**config.mk**
```make
export PLATFORM = sky130hd
export DESIGN_NAME = positional_ordered_list
export DESIGN_NICKNAME = d
export VERILOG_FILES = /design/src/rtl/core/pol_pkg.sv /design/src/rtl/core/pol_ram.sv /design/src/rtl/core/pol_alu.sv /design/src/rtl/core/pol_ctrl.sv /design/src/rtl/core/positional_ordered_list.sv
export SDC_FILE = /design/constraint.sdc
export NUM_CORES = 1
export LEC_CHECK = 0
export ABC_AREA = 0
export ABC_CLOCK_PERIOD_IN_PS = 7010
export BUFFER_PORTS_ARGS = -buffer_cell sky130_fd_sc_hd__buf_4
export CORE_MARGIN = 4
export CORE_UTILIZATION = 62
export CTS_CLUSTER_SIZE = 12
export DETAILED_ROUTE_END_ITERATION = 10
export GPL_ROUTABILITY_DRIVEN = 0
export PLACE_DENSITY = 0.8
export SYNTH_ARGS = -nofsm -noshare
export SYNTH_HDL_FRONTEND = slang
export SYNTH_SLANG_ARGS = --single-unit
```
**constraint.sdc**
```tcl
create_clock -name clk -period 7.01 [get_ports clk]
set_input_delay 0 -clock clk [delete_from_list [all_inputs] [get_ports clk]]
set_output_delay 0 -clock clk [all_outputs]
set_load 0.02 [all_outputs]
```
**src/rtl/core/pol_pkg.sv**
```systemverilog
// ----------------------------------------------------------------------------
// pol_pkg : shared types and codes for the positional ordered list
// Field widths, request kinds, status codes and the result record passed
// from the sequencer to the output stage.
// ----------------------------------------------------------------------------
package pol_pkg;

    localparam int LIST_DEPTH_DEF = 16;
    localparam int DATA_W         = 32;
    localparam int POS_W          = 5;
    localparam int LEN_W          = 5;
    localparam int KIND_W         = 3;
    localparam int STAT_W         = 2;

    localparam logic [KIND_W-1:0] KIND_INS_FRONT = 3'd0;
    localparam logic [KIND_W-1:0] KIND_INS_BACK  = 3'd1;
    localparam logic [KIND_W-1:0] KIND_INS_AT    = 3'd2;
    localparam logic [KIND_W-1:0] KIND_DEL_FRONT = 3'd3;
    localparam logic [KIND_W-1:0] KIND_DEL_BACK  = 3'd4;
    localparam logic [KIND_W-1:0] KIND_DEL_AT    = 3'd5;
    localparam logic [KIND_W-1:0] KIND_READ_ALL  = 3'd6;

    localparam logic [STAT_W-1:0] ST_OK    = 2'd0;
    localparam logic [STAT_W-1:0] ST_EMPTY = 2'd1;
    localparam logic [STAT_W-1:0] ST_FULL  = 2'd2;
    localparam logic [STAT_W-1:0] ST_OOB   = 2'd3;

    // one result item
    typedef struct packed {
        logic [STAT_W-1:0] status;
        logic [DATA_W-1:0] value;
        logic              valid;
        logic [LEN_W-1:0]  length;
        logic              last;
    } pol_res_t;

    // compare flags of the shared index unit
    typedef struct packed {
        logic eq;
        logic lt;
    } pol_flags_t;

endpackage

```
**src/rtl/core/pol_ram.sv**
```systemverilog
// ----------------------------------------------------------------------------
// pol_ram : element store
// One write port, one read port with registered read data.
// ----------------------------------------------------------------------------
module pol_ram
    import pol_pkg::*;
#(
    parameter int DEPTH = LIST_DEPTH_DEF,
    parameter int AW    = $clog2(DEPTH)
)(
    input  logic              clk,
    input  logic              we,
    input  logic [AW-1:0]     waddr,
    input  logic [DATA_W-1:0] wdata,
    input  logic              re,
    input  logic [AW-1:0]     raddr,
    output logic [DATA_W-1:0] rdata
);

    logic [DATA_W-1:0] mem [DEPTH];

    always_ff @(posedge clk)
    begin
        if (we)
        begin
            mem[waddr] <= wdata;
        end
    end

    // read data holds while re is low
    always_ff @(posedge clk)
    begin
        if (re)
        begin
            rdata <= mem[raddr];
        end
    end

endmodule

```
**src/rtl/core/pol_alu.sv**
```systemverilog
// ----------------------------------------------------------------------------
// pol_alu : shared index unit
// Steps an index up or down by one and compares the result to a target.
// ----------------------------------------------------------------------------
module pol_alu
    import pol_pkg::*;
#(
    parameter int CW = 5
)(
    input  logic [CW-1:0] a,
    input  logic          dec,
    input  logic [CW-1:0] tgt,
    output logic [CW-1:0] sum,
    output pol_flags_t    flags
);

    always_comb
    begin
        sum      = dec ? CW'(a - 1'b1) : CW'(a + 1'b1);
        flags.eq = (sum == tgt);
        flags.lt = (sum < tgt);
    end

endmodule

```
**src/rtl/core/pol_ctrl.sv**
```systemverilog
// ----------------------------------------------------------------------------
// pol_ctrl : request sequencer
// Decodes a request, moves stored elements one at a time through the
// shared index unit and the store, and hands result items to the output.
// ----------------------------------------------------------------------------
module pol_ctrl
    import pol_pkg::*;
#(
    parameter int DEPTH = LIST_DEPTH_DEF
)(
    input  logic              clk,
    input  logic              rst_n,
    input  logic              in_valid,
    output logic              in_ready,
    input  logic [KIND_W-1:0] kind,
    input  logic [DATA_W-1:0] value_in,
    input  logic [POS_W-1:0]  position,
    output logic              out_valid,
    input  logic              out_ready,
    output pol_res_t          res
);

    localparam int AW = $clog2(DEPTH);
    localparam int CW = $clog2(DEPTH + 1);
    localparam int XW = (CW > POS_W) ? CW : POS_W;

    typedef enum logic [8:0] {
        S_IDLE    = 9'b000000001,
        S_INS_RD  = 9'b000000010,
        S_INS_WR  = 9'b000000100,
        S_PUT     = 9'b000001000,
        S_DEL_RD  = 9'b000010000,
        S_DEL_WR  = 9'b000100000,
        S_RD_ADDR = 9'b001000000,
        S_RD_OUT  = 9'b010000000,
        S_RESP    = 9'b100000000
    } state_t;

    state_t              state_reg, state_next;
    logic [CW-1:0]       len_reg, len_next;
    logic [CW-1:0]       i_reg, i_next;
    logic [CW-1:0]       idx_reg, idx_next;
    logic [DATA_W-1:0]   val_reg, val_next;
    logic [STAT_W-1:0]   status_reg, status_next;

    logic                ram_we, ram_re;
    logic [AW-1:0]       ram_waddr, ram_raddr;
    logic [DATA_W-1:0]   ram_wdata, ram_rdata;

    logic                alu_dec;
    logic [CW-1:0]       alu_tgt, alu_sum;
    pol_flags_t          alu_flags;

    logic [XW-1:0]       pos_x, len_x;
    logic                pos_oob, is_full, is_empty;
    logic [CW-1:0]       pos_idx, ins_idx;

    pol_ram #(.DEPTH(DEPTH), .AW(AW)) u_ram (
        .clk   (clk),
        .we    (ram_we),
        .waddr (ram_waddr),
        .wdata (ram_wdata),
        .re    (ram_re),
        .raddr (ram_raddr),
        .rdata (ram_rdata)
    );

    pol_alu #(.CW(CW)) u_alu (
        .a     (i_reg),
        .dec   (alu_dec),
        .tgt   (alu_tgt),
        .sum   (alu_sum),
        .flags (alu_flags)
    );

    // request decode
    always_comb
    begin
        pos_x    = XW'(position);
        len_x    = XW'(len_reg);
        pos_oob  = (pos_x == '0) || (pos_x > len_x);
        pos_idx  = CW'(pos_x - XW'(1));
        is_full  = (len_reg == CW'(DEPTH));
        is_empty = (len_reg == '0);
        if (kind == KIND_INS_FRONT)
        begin
            ins_idx = '0;
        end
        else if ((kind == KIND_INS_BACK) || pos_oob)
        begin
            ins_idx = len_reg;
        end
        else
        begin
            ins_idx = pos_idx;
        end
    end

    always_comb
    begin
        state_next  = state_reg;
        len_next    = len_reg;
        i_next      = i_reg;
        idx_next    = idx_reg;
        val_next    = val_reg;
        status_next = status_reg;
        ram_we      = 1'b0;
        ram_re      = 1'b0;
        ram_waddr   = i_reg[AW-1:0];
        ram_raddr   = alu_sum[AW-1:0];
        ram_wdata   = ram_rdata;
        alu_dec     = 1'b0;
        alu_tgt     = len_reg;
        in_ready    = 1'b0;
        out_valid   = 1'b0;
        res.status  = status_reg;
        res.value   = '0;
        res.valid   = 1'b0;
        res.length  = LEN_W'(len_reg);
        res.last    = 1'b1;

        unique case (state_reg)
            S_IDLE:
            begin
                in_ready = 1'b1;
                if (in_valid)
                begin
                    status_next = ST_OK;
                    unique case (kind)
                        KIND_INS_FRONT, KIND_INS_BACK, KIND_INS_AT:
                        begin
                            if (is_full)
                            begin
                                status_next = ST_FULL;
                                state_next  = S_RESP;
                            end
                            else
                            begin
                                idx_next   = ins_idx;
                                val_next   = value_in;
                                i_next     = len_reg;
                                state_next = (ins_idx == len_reg) ? S_PUT : S_INS_RD;
                            end
                        end
                        KIND_DEL_FRONT, KIND_DEL_BACK, KIND_DEL_AT:
                        begin
                            if (is_empty)
                            begin
                                status_next = ST_EMPTY;
                                state_next  = S_RESP;
                            end
                            else if ((kind == KIND_DEL_AT) && pos_oob)
                            begin
                                status_next = ST_OOB;
                                state_next  = S_RESP;
                            end
                            else
                            begin
                                if (kind == KIND_DEL_FRONT)
                                begin
                                    i_next = '0;
                                end
                                else if (kind == KIND_DEL_BACK)
                                begin
                                    i_next = CW'(len_reg - 1'b1);
                                end
                                else
                                begin
                                    i_next = pos_idx;
                                end
                                state_next = S_DEL_RD;
                            end
                        end
                        KIND_READ_ALL:
                        begin
                            if (is_empty)
                            begin
                                status_next = ST_EMPTY;
                                state_next  = S_RESP;
                            end
                            else
                            begin
                                i_next     = '0;
                                state_next = S_RD_ADDR;
                            end
                        end
                        default:
                        begin
                            state_next = S_RESP;
                        end
                    endcase
                end
            end
            S_INS_RD:
            begin
                alu_dec    = 1'b1;
                alu_tgt    = idx_reg;
                ram_re     = 1'b1;
                state_next = S_INS_WR;
            end
            S_INS_WR:
            begin
                alu_dec    = 1'b1;
                alu_tgt    = idx_reg;
                ram_we     = 1'b1;
                i_next     = alu_sum;
                state_next = alu_flags.eq ? S_PUT : S_INS_RD;
            end
            S_PUT:
            begin
                ram_we     = 1'b1;
                ram_waddr  = idx_reg[AW-1:0];
                ram_wdata  = val_reg;
                len_next   = CW'(len_reg + 1'b1);
                state_next = S_RESP;
            end
            S_DEL_RD:
            begin
                if (alu_flags.lt)
                begin
                    ram_re     = 1'b1;
                    state_next = S_DEL_WR;
                end
                else
                begin
                    len_next   = CW'(len_reg - 1'b1);
                    state_next = S_RESP;
                end
            end
            S_DEL_WR:
            begin
                ram_we     = 1'b1;
                i_next     = alu_sum;
                state_next = S_DEL_RD;
            end
            S_RD_ADDR:
            begin
                ram_re     = 1'b1;
                ram_raddr  = i_reg[AW-1:0];
                state_next = S_RD_OUT;
            end
            S_RD_OUT:
            begin
                out_valid  = 1'b1;
                res.status = ST_OK;
                res.value  = ram_rdata;
                res.valid  = 1'b1;
                res.last   = alu_flags.eq;
                if (out_ready)
                begin
                    if (alu_flags.eq)
                    begin
                        state_next = S_IDLE;
                    end
                    else
                    begin
                        i_next     = alu_sum;
                        state_next = S_RD_ADDR;
                    end
                end
            end
            S_RESP:
            begin
                out_valid = 1'b1;
                if (out_ready)
                begin
                    state_next = S_IDLE;
                end
            end
            default:
            begin
                state_next = S_IDLE;
            end
        endcase
    end

    always_ff @(posedge clk or negedge rst_n)
    begin
        if (!rst_n)
        begin
            state_reg <= S_IDLE;
            len_reg   <= '0;
        end
        else
        begin
            state_reg <= state_next;
            len_reg   <= len_next;
        end
    end

    always_ff @(posedge clk)
    begin
        i_reg      <= i_next;
        idx_reg    <= idx_next;
        val_reg    <= val_next;
        status_reg <= status_next;
    end

endmodule

```
**src/rtl/core/positional_ordered_list.sv**
```systemverilog
// ----------------------------------------------------------------------------
// positional_ordered_list : bounded positional list of signed 32-bit values
// Insert and delete at front, back or a 1-based position, and full read-out.
// ----------------------------------------------------------------------------
//
//  channel  | dir | tdata (low bit up)                          | tuser | tlast
//  ---------+-----+---------------------------------------------+-------+------
//  s_       | in  | value_in[31:0], position[36:32], pad to 40  | kind  | -
//  m_       | out | status[1:0], value_out[33:2],               | -     | last
//           |     | value_valid[34], length[39:35]              |       |
//
//  Steps: an edit moves stored elements one at a time through the single
//  store port pair, a read state and a write state for each, then passes
//  a closing state and the response state, and its result goes on through
//  the output register to m_. A rejected or unused request goes straight to
//  the response state. A read-out gives its results one at a time, each
//  through an address state and then a data state.
//  Reset clears the element count, state and output valid, not the store.
//  s_tready is low while a request is at work. A stalled m_ side holds the
//  sequencer in its output state; one finished result waits in the output
//  register so the sequencer can return to idle before it is taken.
// ----------------------------------------------------------------------------
module positional_ordered_list
    import pol_pkg::*;
#(
    parameter int LIST_DEPTH = LIST_DEPTH_DEF
)(
    input  logic              clk,
    input  logic              rst_n,
    input  logic              s_tvalid,
    output logic              s_tready,
    input  logic [39:0]       s_tdata,   // value_in[31:0], position[36:32]
    input  logic [KIND_W-1:0] s_tuser,   // kind[2:0]
    output logic              m_tvalid,
    input  logic              m_tready,
    output logic [39:0]       m_tdata,   // status, value_out, value_valid, length
    output logic              m_tlast    // last
);

    pol_res_t res;
    logic     res_valid;
    logic     res_ready;

    logic     m_valid_reg, m_valid_next;
    pol_res_t m_res_reg, m_res_next;

    pol_ctrl #(.DEPTH(LIST_DEPTH)) u_ctrl (
        .clk       (clk),
        .rst_n     (rst_n),
        .in_valid  (s_tvalid),
        .in_ready  (s_tready),
        .kind      (s_tuser),
        .value_in  (s_tdata[DATA_W-1:0]),
        .position  (s_tdata[DATA_W +: POS_W]),
        .out_valid (res_valid),
        .out_ready (res_ready),
        .res       (res)
    );

    // output register: refill when empty or being drained this cycle
    assign res_ready = !m_valid_reg || m_tready;

    always_comb
    begin
        m_valid_next = m_valid_reg;
        m_res_next   = m_res_reg;
        if (res_valid && res_ready)
        begin
            m_valid_next = 1'b1;
            m_res_next   = res;
        end
        else if (m_tready)
        begin
            m_valid_next = 1'b0;
        end
    end

    always_ff @(posedge clk or negedge rst_n)
    begin
        if (!rst_n)
        begin
            m_valid_reg <= 1'b0;
        end
        else
        begin
            m_valid_reg <= m_valid_next;
        end
    end

    always_ff @(posedge clk)
    begin
        m_res_reg <= m_res_next;
    end

    assign m_tvalid = m_valid_reg;
    assign m_tdata  = {m_res_reg.length, m_res_reg.valid, m_res_reg.value, m_res_reg.status};
    assign m_tlast  = m_res_reg.last;

endmodule
```
==> flow_summary.json, run 1 <==
{
  "path_class": "reg -> reg",
  "synth_top_family_by_area": "multiplexers",
  "drt_iter0_drc": 2242,
  "synth_cell_types": 62,
  "die_height_um": 221,
  "slowest_stage": "fa_4",
  "ys_seq_area_share_pct": 68.7,
  "track_usage_pct": 28.0,
  "io_pins": 90,
  "fin_setup_tns_ps": 0,
  "final_core_util_pct": 71.7,
  "synth_edf_count": 629,
  "layout_common_cells": "edfxtp_1 (629), nand2_1 (345), mux4_2 (128)",
  "area_growth_pct": 13.7,
  "cp_common_cell": "o21a_1",
  "max_freq_mhz": 187,
  "grt-ovfl-total": 0,
  "cts_tree": "yes",
  "grt_pass1_wl_um": 102000,
  "critical_path_buf_inv_count": 2,
  "grt_start_max_net_pins": 135,
  "avgSynthCellArea_um2": 15.5,
  "root_buffer": "clkbuf_16",
  "leakagePower_nw": 10.9,
  "synthSimpleGateAreaFrac_pct": 9.60,
  "n_fill_cell": 2673,
  "drt_wl_total_um": 66400,
  "cp.arrival_ps": 5590,
  "clkLatencyLatePin_ps": 600,
  "cts_resized": 0,
  "nets": 1997,
  "cts_buffers": 68,
  "via_per_inst": 6.59,
  "clk_path_buf_depth": 3,
  "rows": 77,
  "slew_headroom_pct": 18.0,
  "antennaDiodeCount": 0,
  "top_register": "u_ctrl.u_ram.mem",
  "ys.warnings.count": 0,
  "multi_input_area_mm2": 0.00843,
  "power.density_mw_per_mm2": 417,
  "drtPass1Iterations": 6,
  "syn_nets": 1873,
  "synth-xor-area-share_pct": 0.615,
  "ant_nets": 0,
  "synth-seq-cells": 644,
  "synth_compound_area_share_pct": 3.82,
  "syn_area_mm2": 0.0281,
  "regArea_mm2": 0.0193,
  "skew_ps": 14.7,
  "die_area_mm2": 0.0487,
  "portBuffers": 86,
  "largest_reg_flops": 512,
  "end_kind": "flip-flop",
  "first_global_vias": 17000,
  "rsz0062_at_grt": "false",
  "slew_viol_final": 0,
  "crit_family": "simple AND/OR/NAND/NOR gates",
  "vias": 16900,
  "cp-start-kind": "flip-flop",
  "cts-htree-levels": 3,
  "grt_antenna_before_repair": 1,
  "path_cells": "nor2_1 > nand3_1 > fa_4 > inv_1 > ha_1 > nor2b_1 > o21a_1 > o21a_1 > o21ai_0 > nand2_1 > o21ai_4 > buf_4",
  "initial_core_util_pct": 63.0,
  "tightest_slew_ps": 1200,
  "period_minus_slack_ps": 5350,
  "crit_fanout": 20,
  "avgRoutedWirePerCell_um": 25.9,
  "clkTransAtPathRegs_ps": 60,
  "coreArea_mm2": 0.0445,
  "critPathMaxStageDelay_ps": 950,
  "cp.required_ps": 7250,
  "status": "completed",
  "dp_hpwl_um": 35700,
  "finalSetupViolCount": 0,
  "final_common_cell": "edfxtp_1",
  "ir_drop_uv": 389,
  "clock_sinks": 644,
  "drcViolationCount": 0,
  "synth_ff_type": "edfxtp_1",
  "yosys.area_share.adder_pct": 0.829,
  "async_flop_share_pct": 2.33,
  "timing.final.crit_share_pct": 76.3,
  "maxCapViolCount": 0,
  "worstHoldPathType": "in -> reg",
  "hold_viol": 0,
  "synthMuxAreaShare_pct": 14.3,
  "layout-drive-gt1-share_pct": 20.5,
  "syn_inst": 1808,
  "die-width_um": 221
}
cell type report:
type / instances / area share [%]
Clock inverter: 16 / 0.498
Clock buffer: 92 / 5.85
Inverter: 19 / 0.224
Tap cell: 592 / 2.32
Sequential cell: 644 / 60.4
Multi-Input combinational cell: 1033 / 26.4
Timing Repair Buffer: 166 / 4.29
tightest hold or removal path, stage by stage:
cell	delay, ps
buf_4	120
xor2_1	130
mux2i_1	180
nor2_1	60
final timing paths:
kind | cells after the start | to | from | slack (ps)
max in group asynchronous | 4 | u_ctrl.state_reg[2] | rst_n | 5440
setup reg to reg | 12 | u_ctrl.u_ram.rdata[17] | u_ctrl.state_reg[7] | 1660
hold reg to reg | 1 | m_tdata[0] | u_ctrl.status_reg[0] | 550
min in group asynchronous | 3 | u_ctrl.state_reg[0] | rst_n | 450
setup / recovery | 12 | u_ctrl.u_ram.rdata[17] | u_ctrl.state_reg[7] | 1660
hold / removal | 4 | u_ctrl.idx_reg[2] | s_tdata[34] | 70
report_power, final:
| group | internal [mW] | switching [mW] |
|---|---|---|
| Clock | 1.93 | 1.40 |
| Combinational | 2.09 | 3.10 |
| Sequential | 4.66 | 0.121 |
Yosys cell counts (all sizes together), types with 5 or more instances:
library cell | number | share of area, %
edfxtp | 629 | 67
nand2 | 345 | 4.6
mux4 | 128 | 10
o21ai | 81 | 1.4
mux2i | 76 | 2.7
nand3 | 75 | 1.3
clkbuf | 60 | 0.80
buf | 52 | 1.1
nor2 | 44 | 0.60
nand4 | 43 | 1.0
a32oi | 35 | 1.1
and2 | 34 | 0.76
mux2 | 33 | 1.3
inv | 18 | 0.24
a21oi | 17 | 0.30
ha | 17 | 0.76
dfrtp | 14 | 1.2
nor3 | 14 | 0.31
xnor2 | 14 | 0.49
a31oi | 8 | 0.18
nor2b | 8 | 0.18
nand2b | 5 | 0.11
nor3b | 5 | 0.13
through the flow:
| stage | power, mW | instance area [um2] | hold WS [ps] | instances | worst slack (ps) |
|---|---|---|---|---|---|
| finish | 13.3 | 31900 | 70.7 | 2562 | 1660 |
| global route | 14.0 | 31900 | 111 | 2562 | 1410 |
| CTS | 13.3 | 31900 | 29.2 | 2562 | 1780 |
| detailed placement | 9.95 | 29400 | -129 | 2410 | 1820 |
| global placement | 9.76 | 29400 | -130 | 2410 | 1940 |
| floorplan | 8.67 | 28100 | -296 | 1808 | 1390 |
cell families after synthesis:
| logic type | Yosys count |
|---|---|
| XOR/XNOR | 18 |
| buffers and inverters | 131 |
| flip-flops | 644 |
| AND/OR/NAND/NOR | 591 |
| AO/OA/AOI/OAI | 169 |
| adder cells (fa/ha/maj) | 18 |
| multiplexers | 237 |
layer usage:
| metal | vias to the layer above | part of all wire [%] | GRT usage (%) |
|---|---|---|---|
| met1 | 8482 | 37 | 37.9 |
| li1 | 7239 | - | - |
| met2 | 1033 | 50 | 46.6 |
| met4 | 0 | 2.6 | 9.34 |
| met3 | 131 | 10 | 5.20 |
| met5 | - | 0 | 0 |
what timing repair did:
action | 4_1_cts | 5_1_grt
setup endpoints to repair | 0 | 0
endpoints found under the hold margin | 71 | 0
hold buffers | 44 | 0
setup buffers | 0 | 0
Note: power is estimated with default switching activity, not from simulation.
==> run 2: changes to the inputs <==
Settings changed: ABC_AREA 0 to 1, ABC_CLOCK_PERIOD_IN_PS 7010 to 5130.
Clock period 7.01 ns to 5.13 ns, I/O delays scaled along.
==> flow_summary.json, run 2 <==
{
  "status": "completed",
  "crit_start": "u_ctrl.state_reg[7]",
  "synth_edf_count": 629,
  "post_cts_buffers": 0,
  "synth_common_cells": "edfxtp_1 (629), inv_1 (357), nand2_1 (279)",
  "syn_nets": 2321,
  "initial_core_util_pct": 62.8,
  "rows": 76,
  "grt_antenna_before_repair": 0,
  "clk_path_buf_depth": 3,
  "cp-start-kind": "flip-flop",
  "slowest_stage": "dfrtp_1",
  "max_freq_mhz": 232,
  "crit_end": "u_ctrl.u_ram.rdata[19]",
  "rsz0062_at_grt": "false",
  "cp.required_ps": 5380,
  "largest_reg_flops": 512,
  "syn_area_mm2": 0.0271,
  "io_pins": 90,
  "cts_tree": "yes",
  "avgRoutedWirePerCell_um": 20.2,
  "portBuffers": 86,
  "post_dp_cell_area_mm2": 0.0286,
  "root_buffer": "clkbuf_16",
  "area_growth_pct": 14.1,
  "first_global_vias": 17400,
  "drt_wl_total_um": 61000,
  "drtPass1Iterations": 6,
  "layout-drive-gt1-share_pct": 11.2,
  "final_common_cell": "edfxtp_1",
  "via_per_inst": 5.88,
  "ant_nets": 0,
  "ys_seq_area_share_pct": 71.0,
  "r2r-start": "u_ctrl.state_reg[7]",
  "p_total_mw": 17.6,
  "tightest_slew_ps": 948,
  "slew_headroom_pct": 36.4,
  "synth_top_area_share_pct": 69.7,
  "drt_iter0_drc": 2181,
  "worstHoldPathType": "in -> reg",
  "rrSetupSlack_ps": 820,
  "period_minus_slack_ps": 4310,
  "skew_ps": 15.7,
  "synth_cell_types": 42,
  "nets": 2467,
  "clkLatencyLatePin_ps": 590,
  "final_area_mm2": 0.0309,
  "drcViolationCount": 0,
  "antennaDiodeCount": 0,
  "grt_pass1_wl_um": 93800,
  "synth_area_leaders": "edfxtp_1 (70%), inv_1 (4.9%), nand3_1 (3.9%)",
  "fin_setup_tns_ps": 0,
  "async_flop_share_pct": 2.33,
  "finalSetupViolCount": 0,
  "clkTransAtPathRegs_ps": 60,
  "die_height_um": 217,
  "ir_drop_uv": 563,
  "cts_resized": 0,
  "synth-seq-cells": 644,
  "end_kind": "flip-flop",
  "avgSynthCellArea_um2": 12.0,
  "crit_fanout": 32,
  "clock_sinks": 644,
  "critPathMaxStageDelay_ps": 410,
  "top_register": "u_ctrl.u_ram.mem",
  "power.density_mw_per_mm2": 568,
  "path_cells": "nor2_1 > inv_2 > nor2_4 > nand4_1 > inv_1 > nor2_1 > buf_4 > inv_1 > ha_1 > inv_1 > o21ai_0 > a21oi_1 > xor2_1 > xor2_1 > ha_1 > nand2_1 > nor2_1 > a221oi_1 > inv_1 > nor2_1 > or2_2 > buf_12",
  "cp.arrival_ps": 4560,
  "ys.warnings.count": 0,
  "layout_common_cells": "edfxtp_1 (629), inv_1 (355), nand2_1 (279)",
  "die-width_um": 217,
  "hold_viol": 0,
  "die_area_mm2": 0.0471,
  "cts-htree-levels": 3,
  "leakagePower_nw": 11.7,
  "vias": 17700,
  "synth_top_cell_by_area": "edfxtp_1",
  "timing.final.crit_share_pct": 84.1,
  "grt_start_max_net_pins": 169,
  "reg2regPathDepth": 22,
  "synth.most_common_cell": "edfxtp_1",
  "path_class": "reg -> reg",
  "coreArea_mm2": 0.0432,
  "track_usage_pct": 25.7,
  "cts_buffers": 66,
  "r2r_end": "u_ctrl.u_ram.rdata[19]",
  "synth_ff_type": "edfxtp_1",
  "dp_hpwl_um": 33400,
  "slew_viol_final": 0,
  "syn_inst": 2256,
  "maxCapViolCount": 0,
  "grt-ovfl-total": 0
}
==> run 2: cell count changes after synthesis, moves of 33 or more <==
cell      previous run  this run
a21oi_1             17       144
a32oi_1             35         0
and2_1              34         0
buf_2               29        64
clkbuf_1            60        26
inv_1               18       357
mux2_2              33         0
mux2i_1             76         0
mux4_2             128         0
nand2_1            345       279
nand3_1             75       212
nor2_1              43        95
o211ai_1             2       128
o21ai_0             47       185
==> run 2: cell families (layout without fill, tap and decap cells) <==
logic type | Yosys count | in the layout | share of synthesized area (%)
flip-flops | 644 | 644 | 71.0
AND/OR/NAND/NOR | 620 | 620 | 9.97
buffers and inverters | 484 | 657 | 7.51
AO/OA/AOI/OAI | 476 | 476 | 10.1
adder cells (fa/ha/maj) | 18 | 18 | 0.858
XOR/XNOR | 14 | 14 | 0.521
==> run 2: final cells by class <==
type                    instances  area, um2
well taps                     585        732
flip-flops and latches        644      19300
repair buffers                196       1710
inverters                     366       1380
clock inverters                10        105
fillers                      2755      12200
clock buffers                  85       1790
multi-input cells            1128       5970
==> run 2: per-stage QoR <==
step | setup WS [ps] | cells | utilization [%] | hold WS, ps
floorplan | 756 | 2256 | - | -296
global placement | 1030 | 2877 | 66.3 | -136
detailed placement | 910 | 2877 | 66.3 | -133
CTS | 833 | 3014 | 71.7 | 2.92
global route | 280 | 3014 | 71.7 | 72.2
finish | 818 | 3014 | 71.7 | 32.5
==> run 2: repair_timing <==
action / in CTS / in global routing
hold endpoints to repair: 60 / 0
hold buffers: 42 / 0
setup endpoints to repair: 0 / 0
==> run 2: worst min-delay path by stage <==
stage / startpoint / slack, ps / to / cells after the start
after floorplan: rst_n / -300 / m_tvalid / 0
after global placement: rst_n / -140 / u_ctrl.len_reg[4] / 1
after detailed placement: rst_n / -130 / u_ctrl.len_reg[2] / 1
after CTS: s_tdata[34] / 3 / u_ctrl.idx_reg[2] / 5
after global routing: s_tdata[35] / 70 / u_ctrl.idx_reg[3] / 6
final: s_tdata[34] / 30 / u_ctrl.idx_reg[2] / 5
==> run 2: report_power, final <==
| part | leakage (nW) | internal [mW] | total (mW) | switching, mW |
|---|---|---|---|---|
| registers | 5.88 | 6.34 | 6.44 | 0.0985 |
| clock network | 0.925 | 2.52 | 4.36 | 1.83 |
| logic | 4.94 | 2.13 | 6.79 | 4.65 |
==> run 2: worst max-delay path, delay by kind of cell, from the launching register on <==
kind / cells / cell delay, ps
flip-flops: 1 / 410
adder cells (fa/ha/maj): 2 / 550
XOR/XNOR: 2 / 390
buffers and inverters: 7 / 950
AND/OR/NAND/NOR: 8 / 940
AO/OA/AOI/OAI: 3 / 680
==> run 2: layer usage <==
| metal | vias to the layer above | GRT usage, % | share of wire [%] |
|---|---|---|---|
| met5 | - | 0 | 0 |
| met4 | 0 | 9.62 | 3.5 |
| met3 | 172 | 4.50 | 8.1 |
| met2 | 898 | 41.9 | 49 |
| met1 | 8461 | 35.2 | 40 |
| li1 | 8194 | - | - |
